### src/rtl/edbl_pkg.sv
// ---------------------------------------------------------------------------
// Edge deblocking line filter package
// Shared beat types, register indexes and reset values.
// ---------------------------------------------------------------------------
package edbl_pkg;

	localparam int PIX_W          = 16;
	localparam int SAMPLE_BITS_DF = 16;
	localparam int CFG_IDX_W      = 3;
	localparam int CFG_DATA_W     = 16;

	localparam logic [CFG_IDX_W-1:0] REG_ALPHA = 3'd0;
	localparam logic [CFG_IDX_W-1:0] REG_BETA  = 3'd1;
	localparam logic [CFG_IDX_W-1:0] REG_CLIP  = 3'd2;
	localparam logic [CFG_IDX_W-1:0] REG_STEP  = 3'd3;
	localparam logic [CFG_IDX_W-1:0] REG_PEAK  = 3'd4;

	localparam logic [15:0] ALPHA_RST = 16'd13;
	localparam logic [12:0] BETA_RST  = 13'd4;
	localparam logic [13:0] CLIP_RST  = 14'd1;
	localparam logic [8:0]  STEP_RST  = 9'd1;
	localparam logic [15:0] PEAK_RST  = 16'd255;

	typedef struct packed {
		logic [PIX_W-1:0] p2_in;
		logic [PIX_W-1:0] p1_in;
		logic [PIX_W-1:0] p0_in;
		logic [PIX_W-1:0] q0_in;
		logic [PIX_W-1:0] q1_in;
		logic [PIX_W-1:0] q2_in;
	} pix_line_t;

	typedef struct packed {
		logic [PIX_W-1:0] p1_out;
		logic [PIX_W-1:0] p0_out;
		logic [PIX_W-1:0] q0_out;
		logic [PIX_W-1:0] q1_out;
		logic             was_filtered;
	} pix_result_t;

	typedef struct packed {
		logic [15:0] alpha_threshold;
		logic [12:0] beta_threshold;
		logic [13:0] base_clip;
		logic [8:0]  clip_step;
		logic [15:0] pixel_peak;
	} edbl_cfg_t;

endpackage

### src/rtl/edbl_cfg_regs.sv
// ---------------------------------------------------------------------------
// Edge deblocking configuration registers
// Holds the thresholds, clip bounds and pixel peak written over the cfg port.
// ---------------------------------------------------------------------------
module edbl_cfg_regs import edbl_pkg::*; (
	input  logic                  clk,
	input  logic                  arst_n,
	input  logic                  cfg_valid,
	output logic                  cfg_ready,
	input  logic [CFG_IDX_W-1:0]  cfg_index,
	input  logic [CFG_DATA_W-1:0] cfg_data,
	output edbl_cfg_t             cfg
);

	edbl_cfg_t cfg_q;

	assign cfg_ready = 1'b1;
	assign cfg       = cfg_q;

	always_ff @(posedge clk or negedge arst_n) begin
		if (!arst_n) begin
			cfg_q.alpha_threshold <= ALPHA_RST;
			cfg_q.beta_threshold  <= BETA_RST;
			cfg_q.base_clip       <= CLIP_RST;
			cfg_q.clip_step       <= STEP_RST;
			cfg_q.pixel_peak      <= PEAK_RST;
		end else if (cfg_valid) begin
			unique case (cfg_index)
				REG_ALPHA: cfg_q.alpha_threshold <= cfg_data[15:0];
				REG_BETA:  cfg_q.beta_threshold  <= cfg_data[12:0];
				REG_CLIP:  cfg_q.base_clip       <= cfg_data[13:0];
				REG_STEP:  cfg_q.clip_step       <= cfg_data[8:0];
				REG_PEAK:  cfg_q.pixel_peak      <= cfg_data[15:0];
				default: ;
			endcase
		end
	end

endmodule

### src/rtl/edbl_filter.sv
// ---------------------------------------------------------------------------
// Edge deblocking filter datapath
// Combinational normal-mode filter for one six-pixel line across an edge.
// ---------------------------------------------------------------------------
module edbl_filter import edbl_pkg::*; #(
	parameter int SAMPLE_BITS = SAMPLE_BITS_DF
) (
	input  pix_line_t   line,
	input  edbl_cfg_t   cfg,
	output pix_result_t res
);

	localparam logic [PIX_W-1:0] SAMPLE_MASK = PIX_W'((33'd1 << SAMPLE_BITS) - 33'd1);

	function automatic logic [PIX_W-1:0] absdiff(input logic [PIX_W-1:0] a,
		input logic [PIX_W-1:0] b);
		return (a > b) ? a - b : b - a;
	endfunction

	// Clip a signed value to +/- an unsigned bound.
	function automatic logic signed [20:0] clip_sym(input logic signed [20:0] v,
		input logic [14:0] lim);
		logic signed [20:0] l;
		l = 21'(signed'({1'b0, lim}));
		if (v > l)
			return l;
		else if (v < -l)
			return -l;
		return v;
	endfunction

	function automatic logic signed [20:0] sx(input logic [PIX_W-1:0] v);
		return 21'(signed'({1'b0, v}));
	endfunction

	logic [PIX_W-1:0]   p2, p1, p0, q0, q1, q2;
	logic [PIX_W-1:0]   peak;
	logic               edge_ok, p_side, q_side;
	logic [14:0]        c;
	logic [16:0]        avg_sum;
	logic [PIX_W-1:0]   avg;
	logic signed [20:0] num, quo, delta, p0n, q0n;
	logic signed [20:0] tp, tq, hp, hq, p1n, q1n;
	logic [PIX_W-1:0]   p0c, q0c;

	always_comb begin
		p2 = line.p2_in & SAMPLE_MASK;
		p1 = line.p1_in & SAMPLE_MASK;
		p0 = line.p0_in & SAMPLE_MASK;
		q0 = line.q0_in & SAMPLE_MASK;
		q1 = line.q1_in & SAMPLE_MASK;
		q2 = line.q2_in & SAMPLE_MASK;
		peak = (cfg.pixel_peak > SAMPLE_MASK) ? SAMPLE_MASK : cfg.pixel_peak;

		edge_ok = (absdiff(p0, q0) < cfg.alpha_threshold)
			&& (absdiff(p1, p0) < {3'b000, cfg.beta_threshold})
			&& (absdiff(q1, q0) < {3'b000, cfg.beta_threshold});
		p_side = absdiff(p2, p0) < {3'b000, cfg.beta_threshold};
		q_side = absdiff(q2, q0) < {3'b000, cfg.beta_threshold};

		c = {1'b0, cfg.base_clip} + (p_side ? {6'd0, cfg.clip_step} : 15'd0)
			+ (q_side ? {6'd0, cfg.clip_step} : 15'd0);

		// The shift floors, so negative values are biased first to round toward zero.
		num   = (sx(q0) - sx(p0)) * 21'sd4 + sx(p1) - sx(q1) + 21'sd4;
		quo   = (num + ((num < 0) ? 21'sd7 : 21'sd0)) >>> 3;
		delta = clip_sym(quo, c);

		p0n = sx(p0) + delta;
		q0n = sx(q0) - delta;
		if (p0n < 0)
			p0c = '0;
		else if (p0n > sx(peak))
			p0c = peak;
		else
			p0c = p0n[PIX_W-1:0];
		if (q0n < 0)
			q0c = '0;
		else if (q0n > sx(peak))
			q0c = peak;
		else
			q0c = q0n[PIX_W-1:0];

		avg_sum = {1'b0, p0} + {1'b0, q0} + 17'd1;
		avg     = avg_sum[16:1];
		tp  = sx(p2) + sx(avg) - (sx(p1) <<< 1);
		tq  = sx(q2) + sx(avg) - (sx(q1) <<< 1);
		hp  = (tp + ((tp < 0) ? 21'sd1 : 21'sd0)) >>> 1;
		hq  = (tq + ((tq < 0) ? 21'sd1 : 21'sd0)) >>> 1;
		p1n = sx(p1) + clip_sym(hp, {1'b0, cfg.base_clip});
		q1n = sx(q1) + clip_sym(hq, {1'b0, cfg.base_clip});

		if (edge_ok) begin
			res.p1_out = (p_side ? p1n[PIX_W-1:0] : p1) & SAMPLE_MASK;
			res.p0_out = p0c & SAMPLE_MASK;
			res.q0_out = q0c & SAMPLE_MASK;
			res.q1_out = (q_side ? q1n[PIX_W-1:0] : q1) & SAMPLE_MASK;
			res.was_filtered = 1'b1;
		end else begin
			res.p1_out = p1;
			res.p0_out = p0;
			res.q0_out = q0;
			res.q1_out = q1;
			res.was_filtered = 1'b0;
		end
	end

endmodule

### src/rtl/edge_deblock_line_filter_unit.sv
// ---------------------------------------------------------------------------
// Edge deblocking line filter unit
// Two-register pipeline around the combinational line filter, with config regs.
// ---------------------------------------------------------------------------
// An accepted pixel beat passes through the input register, then the result register.
// Throughput: one line per cycle while flt_stall is low; the input register and
// the result register let a new beat enter while a finished result waits on flt_stall.
// Reset: arst_n clears both valid flags and loads the register defaults.
module edge_deblock_line_filter_unit import edbl_pkg::*; #(
	parameter int SAMPLE_BITS = SAMPLE_BITS_DF
) (
	input  logic                  clk,
	input  logic                  arst_n,
	input  logic                  pix_valid,
	output logic                  pix_stall,
	input  pix_line_t             pix,
	output logic                  flt_valid,
	input  logic                  flt_stall,
	output pix_result_t           flt,
	input  logic                  cfg_valid,
	output logic                  cfg_ready,
	input  logic [CFG_IDX_W-1:0]  cfg_index,
	input  logic [CFG_DATA_W-1:0] cfg_data
);

	edbl_cfg_t   cfg;
	pix_line_t   line_s1;
	logic        valid_s1;
	pix_result_t res;
	pix_result_t flt_q;
	logic        flt_valid_q;
	logic        adv;
	logic        accept;

	edbl_cfg_regs u_cfg (
		.clk       (clk),
		.arst_n    (arst_n),
		.cfg_valid (cfg_valid),
		.cfg_ready (cfg_ready),
		.cfg_index (cfg_index),
		.cfg_data  (cfg_data),
		.cfg       (cfg)
	);

	edbl_filter #(.SAMPLE_BITS(SAMPLE_BITS)) u_filter (
		.line (line_s1),
		.cfg  (cfg),
		.res  (res)
	);

	// The input stage moves on whenever the result register is free or being drained.
	assign adv       = valid_s1 && (!flt_valid_q || !flt_stall);
	assign pix_stall = valid_s1 && !adv;
	assign accept    = pix_valid && !pix_stall;
	assign flt_valid = flt_valid_q;
	assign flt       = flt_q;

	always_ff @(posedge clk or negedge arst_n) begin
		if (!arst_n) begin
			valid_s1 <= 1'b0;
		end else if (accept) begin
			valid_s1 <= 1'b1;
		end else if (adv) begin
			valid_s1 <= 1'b0;
		end
	end

	always_ff @(posedge clk) begin
		if (accept) begin
			line_s1 <= pix;
		end
	end

	always_ff @(posedge clk or negedge arst_n) begin
		if (!arst_n) begin
			flt_valid_q <= 1'b0;
		end else if (adv) begin
			flt_valid_q <= 1'b1;
		end else if (!flt_stall) begin
			flt_valid_q <= 1'b0;
		end
	end

	always_ff @(posedge clk) begin
		if (adv) begin
			flt_q <= res;
		end
	end

	a_accept_fills: assert property (@(posedge clk) disable iff (!arst_n)
		accept |=> valid_s1)
		else $error("accepted pixel beat did not reach the input register");

	a_backpressure: assert property (@(posedge clk) disable iff (!arst_n)
		valid_s1 && flt_valid_q && flt_stall |-> pix_stall)
		else $error("input taken while both stages are held");

	a_drain: assert property (@(posedge clk) disable iff (!arst_n)
		valid_s1 && !flt_valid_q |=> flt_valid_q)
		else $error("input stage failed to move into an empty result register");

	a_result_load: assert property (@(posedge clk) disable iff (!arst_n)
		adv |=> flt_q == $past(res))
		else $error("result register does not hold the filtered line");

endmodule
### config.mk
export PLATFORM = sky130hd
export DESIGN_NAME = edge_deblock_line_filter_unit
export DESIGN_NICKNAME = d
export VERILOG_FILES = /design/src/rtl/edbl_pkg.sv /design/src/rtl/edbl_cfg_regs.sv /design/src/rtl/edbl_filter.sv /design/src/rtl/edge_deblock_line_filter_unit.sv
export SDC_FILE = /design/constraint.sdc
export NUM_CORES = 1
export LEC_CHECK = 0
export BUFFER_PORTS_ARGS = -buffer_cell sky130_fd_sc_hd__buf_2
export CAP_MARGIN = 20
export CORE_MARGIN = 4
export CORE_UTILIZATION = 45
export CTS_CLUSTER_SIZE = 10
export DETAILED_ROUTE_END_ITERATION = 10
export PLACE_DENSITY = 0.6
export SLEW_MARGIN = 20
export SYNTH_ARGS = -nofsm -noshare
export SYNTH_HDL_FRONTEND = slang
export SYNTH_SLANG_ARGS = --single-unit
### constraint.sdc
create_clock -name clk -period 34.9 [get_ports clk]
set_clock_uncertainty 0.2 [all_clocks]
set_input_delay 8.725 -clock clk [delete_from_list [all_inputs] [get_ports clk]]
set_output_delay 8.725 -clock clk [all_outputs]
set_load 0.01 [all_outputs]
* Yosys cells after proc, flatten, opt, wreduce, memory -nomap -nowiden
Cells that the tools add are included.
** Storage, ports and cells
- Flip-flop bits (word level) :: 231
- Bits of input ports :: 120
** Operators by class
- Add/sub/neg operators :: 31
- Magnitude comparators :: 24
- Eq/ne operators :: 5
- Multiplexer cells :: 37
- Reductions and logical operators :: 17
** Operators by type and width (count)
- 16-bit 2-to-1 mux :: 18
- 16-bit subtractor :: 10
- 16-bit greater-than comparator :: 5
- 65-bit 2-to-1 mux :: 1
- 16-bit by 13-bit less-than comparator with 1-bit output :: 4
- 18-bit by 21-bit less-than comparator with 1-bit output :: 3
- 21-bit by 1-bit less-than comparator with 1-bit output, second input constant :: 3
- 21-bit 2-to-1 mux :: 3
- 16-bit by 16-bit adder with 17-bit output :: 3
- 21-bit by 17-bit greater-than comparator with 1-bit output :: 2
- 18-bit by 2-bit adder with 19-bit output :: 2
- 18-bit by 15-bit greater-than comparator with 1-bit output :: 2
- 18-bit by 1-bit less-than comparator with 1-bit output, second input constant :: 2
- 17-bit by 17-bit subtractor with 18-bit output :: 2
- 16-bit adder :: 2
- 17-bit by 21-bit adder with 21-bit output :: 1
- 21-bit by 17-bit adder with 21-bit output :: 1
- 21-bit by 4-bit adder with 21-bit output :: 1
- 21-bit by 4-bit adder with 21-bit output, second input constant :: 1
- 14-bit negation with 21-bit output :: 1
- 15-bit negation with 21-bit output :: 1
- 17-bit by 21-bit subtractor with 21-bit output :: 1
- 21-bit by 17-bit subtractor with 21-bit output :: 1
- 18-bit by 16-bit greater-than comparator with 1-bit output :: 1
- 19 further kinds :: 43

* Longest topological paths before layout
- Depth after elaboration :: 16
- Depth in mapped cells :: 78
- Depth with buffers taken out :: 73

* Hierarchy
From an unflattened synthesis, not the netlist that was laid out.
** Second synthesis, totals
- Cell total of the unflattened synthesis :: 3589
- Area, all modules :: 31570.3 µm²
** By module, submodules not included
- edbl_filter :: instances 1, cells an instance 3271, area an instance 24028.0 µm²
- edge_deblock_line_filter_unit :: instances 1, cells an instance 169, area an instance 4927.2 µm²
- edbl_cfg_regs :: instances 1, cells an instance 149, area an instance 2615.0 µm²

* Least setup slack after synthesis
OpenSTA, ideal clock, no wires.
- Kind :: input to output
- Start point :: input flt_stall
- End point :: output pix_stall
- Arrival time :: 8.914 ns
- Setup slack :: 17.061 ns
- Cell stages on the path :: 2
- Buffers on the path :: 0
- Cells stage by stage :: nand3_1 -> inv_1
** On the way
- Cells in the longest elaborated chain, start to end :: 5
** RTL lines
- from (decl) :: line edge_deblock_line_filter_unit.sv:18 : input logic flt_stall,
- 1-bit logical NOT
- 1-bit logical OR :: line edge_deblock_line_filter_unit.sv:52 : assign adv = valid_s1 && (!flt_valid_q || !flt_stall);
- 1-bit logical AND :: line edge_deblock_line_filter_unit.sv:52
- 1-bit logical NOT :: line edge_deblock_line_filter_unit.sv:53 : assign pix_stall = valid_s1 && !adv;
- 1-bit logical AND :: line edge_deblock_line_filter_unit.sv:53
- to (decl) :: line edge_deblock_line_filter_unit.sv:15 : output logic pix_stall,
No other way between the ends.

==> results.py <==
metrics = {
    "pwr": {
        "peakVddDrop_v": 0.0000881,
        "seqPwrFrac_pct": 10.6,
        "total_power_uw": 3500,
        "p_comb_share_pct": 79.9,
        "power.switching_uw": 1860,
        "p_int_uw": 1640,
        "pwr_density_cell_nw_per_um2": 102,
        "clkPwrFrac_pct": 9.5,
        "p_leak_uw": 0.0156,
        "swShare_pct": 53.2,
    },
    "layout": {
        "area_growth_pct": 9.41,
        "final_common_cell": "ha_1",
        "layout.nets": 4473,
        "most-common-layout-cells": "ha_1 (520), inv_1 (329), a21oi_1 (297)",
        "nFillCells": 6721,
        "drive_gt1_share_pct": 9.51,
    },
    "synthesis": {
        "synth_ff_type": "edfxtp_1",
        "synth_cells": 3624,
        "yosys.cell_types.count": 97,
        "syn_avg_cell_area_um2": 8.62,
        "synth_edf_count": 161,
        "yosysWarnings": 0,
        "ys_seq_area_share_pct": 21.1,
        "syn_area_um2": 31200,
        "synth_fp_nets": 4335,
        "ys_async_sr_fraction_pct": 30.3,
        "synth_seq_cells": 231,
    },
    "floorplan": {
        "die_width_um": 271,
        "core-area_um2": 68700,
        "rows": 96,
        "die_area_um2": 73700,
        "ios": 188,
        "die_h_um": 271,
        "start_util_pct": 45.5,
    },
    "global_route": {
        "grt_pass1_vias": 27200,
        "grt_pass1_wl_um": 179000,
        "grt.total_usage_pct": 32.8,
        "grt_overflow_total": 0,
        "grt_start_max_net_pins": 62,
        "antenna_found_initial": 1,
    },
    "clock_tree": {
        "cts_buffer_depth": 3,
        "cts_setup_buffers": 0,
        "holdBufCountCts": 0,
        "cts_resized": 0,
        "clkTransAtPathRegs_ps": 60,
        "cts_tree": "yes",
        "cts_buffers": 34,
        "root_buffer": "clkbuf_16",
        "cts-htree-levels": 2,
        "numClockSinks": 231,
        "clock_latency_ps": 570,
    },
    "timing": {
        "worst_slew_pin_slew_ps": 1200,
        "clock.fmax_mhz": 53.9,
        "fin_crit_ps": 18560,
        "setup_viol": 0,
        "period_share_pct": 53.2,
        "rsz0062_at_grt": "no",
        "maxSlewHeadroom_pct": 19.4,
        "setup-tns-final_ps": 0,
        "finalHoldViolCount": 0,
        "finalMaxSlewViolations": 0,
    },
    "routing": {
        "wl_met3_um": 11300,
        "drtIter0Drc": 3086,
        "routed_wl_um": 125000,
        "vias": 28900,
        "wire_per_inst_um": 26.5,
        "viasPerCell": 6.12,
        "dr_wl_met2_um": 53600,
        "drc_errors": 0,
        "top_layer": "met4",
        "wl_met1_um": 52700,
        "ant_nets": 0,
        "first_pass_iters": 6,
    },
    "worst_setup_path": {
        "r2r.worst_path.cells": 65,
        "crit_fanout": 43,
        "slowest_delay_ps": 890,
        "cpMaxStageDelayCell": "o211ai_2",
        "ff2ff_setup_slack_ps": 16340,
        "timing.rr.start": "line_s1[49]",
        "critPathCaptureType": "flop",
        "cp.required_ps": 34970,
        "start_kind": "flop",
        "timing.rr.end": "flt[27]",
        "cp_common_cell": "a21o_1",
        "arrival_ps": 18630,
        "path_class": "reg -> reg",
    },
    "hold_path": {
        "whs_path_depth": 1,
        "hold_end": "flt_valid",
        "holdCritPathClass": "reg -> reg",
        "min_from": "valid_s1",
    },
    "run_status": {
        "status": "finished clean",
    },
    "placement": {
        "place.detailed.hpwl_um": 102000,
        "numPortBuffers": 186,
        "gp_congestion": 1.03,
    },
    "run": {
        "max_cap_viol_count": 0,
    },
}
==> critical path: cells and delay by family (launching register included) <==
family / cells / cell delay [ps]
AOI/OAI and AO/OA: 37 / 8230
xor gates and xnor gates: 1 / 640
adders and majority gates: 8 / 2730
buffers and inverters: 5 / 1080
DFF: 1 / 760
muxes: 2 / 700
and+or+nand+nor: 12 / 3870
==> cells by family after synthesis <==
logic type | after synthesis | share of synthesized area (%)
mux | 125 | 4.13
xor+xnor | 247 | 6.92
flops | 231 | 21.1
simple gates | 863 | 13.6
buf+inv | 446 | 5.55
compound gates | 1120 | 23.3
fa+ha+maj | 591 | 25.4
other cells | 1 | 0.0120
==> sequential cells by signal (all words and copies together) (netlist names) <==
signal,count
line_s1,96
valid_s1,1
flt,65
flt_valid,1
u_cfg.cfg,68
==> stage by stage <==
| step | instances | setup WS [ps] | cell area (um2) | hold slack (ps) | utilization (%) |
|---|---|---|---|---|---|
| after global placement | 4656 | 16810 | 33100 | 286 | 48.2 |
| final | 4717 | 16340 | 34200 | 293 | 49.7 |
| after detailed placement | 4657 | 16730 | 33100 | 286 | 48.2 |
| after global routing | 4716 | 15080 | 34200 | 334 | 49.7 |
| after CTS | 4716 | 16620 | 34200 | 298 | 49.7 |
| after floorplan | 3624 | 17060 | 31200 | 242 | - |
==> synth_stat cells (53+ instances only) <==
| cell type | number | area (um2) |
|---|---|---|
| a21o_1 | 137 | 1030 |
| a21oi_1 | 298 | 1490 |
| clkbuf_1 | 90 | 338 |
| dfrtp_1 | 56 | 1400 |
| edfxtp_1 | 161 | 4830 |
| fa_1 | 71 | 1420 |
| ha_1 | 520 | 6510 |
| inv_1 | 329 | 1230 |
| mux2i_1 | 93 | 931 |
| nand2_1 | 271 | 1020 |
| nand3_1 | 65 | 325 |
| nand4_1 | 54 | 338 |
| nor2_1 | 176 | 661 |
| nor2b_1 | 53 | 332 |
| nor3_1 | 62 | 310 |
| o21a_1 | 55 | 413 |
| o21ai_0 | 252 | 1260 |
| o21bai_1 | 60 | 450 |
| xnor2_1 | 173 | 1520 |
| xor2_1 | 74 | 648 |
==> area by class of cell <==
cell class                      count  area (um2)  share of cell area [%]
Multi-Input combinational cell   2947       23000                    67.2
Sequential cell                   231        6600                    19.3
Inverter                          336        1260                    3.69
Tap cell                          931        1160                    3.41
Timing Repair Buffer              212        1140                    3.32
Clock buffer                       44         908                    2.66
Clock inverter                     15         130                   0.381
Antenna cell                        1        2.50                 0.00732
==> worst max-delay path by stage <==
stage                startpoint        end  cells after the start  slack [ps]
detailed placement  line_s1[49]    flt[21]                     65       16730
floorplan             flt_stall  pix_stall                      2       17060
finish              line_s1[49]    flt[27]                     65       16340
CTS                 line_s1[49]    flt[25]                     65       16620
global placement      flt_stall  pix_stall                      4       16810
global route        line_s1[49]    flt[30]                     65       15080
==> routing by layer <==
layer,GRT usage (%),vias to the layer above
li1,-,13500
met1,44.7,13800
met2,50.7,1327
met3,5.45,241
met4,15.9,0
met5,0,-
==> power groups by stage <==
stage,logic (uW),registers [uW],clock network (uW)
final,2800,371,334
after global routing,3080,373,349
after CTS,2750,370,339
after detailed placement,2730,374,0
after global placement,2720,375,0
after floorplan,2020,358,0
No activity file was read; power rests on OpenSTA's default activity.
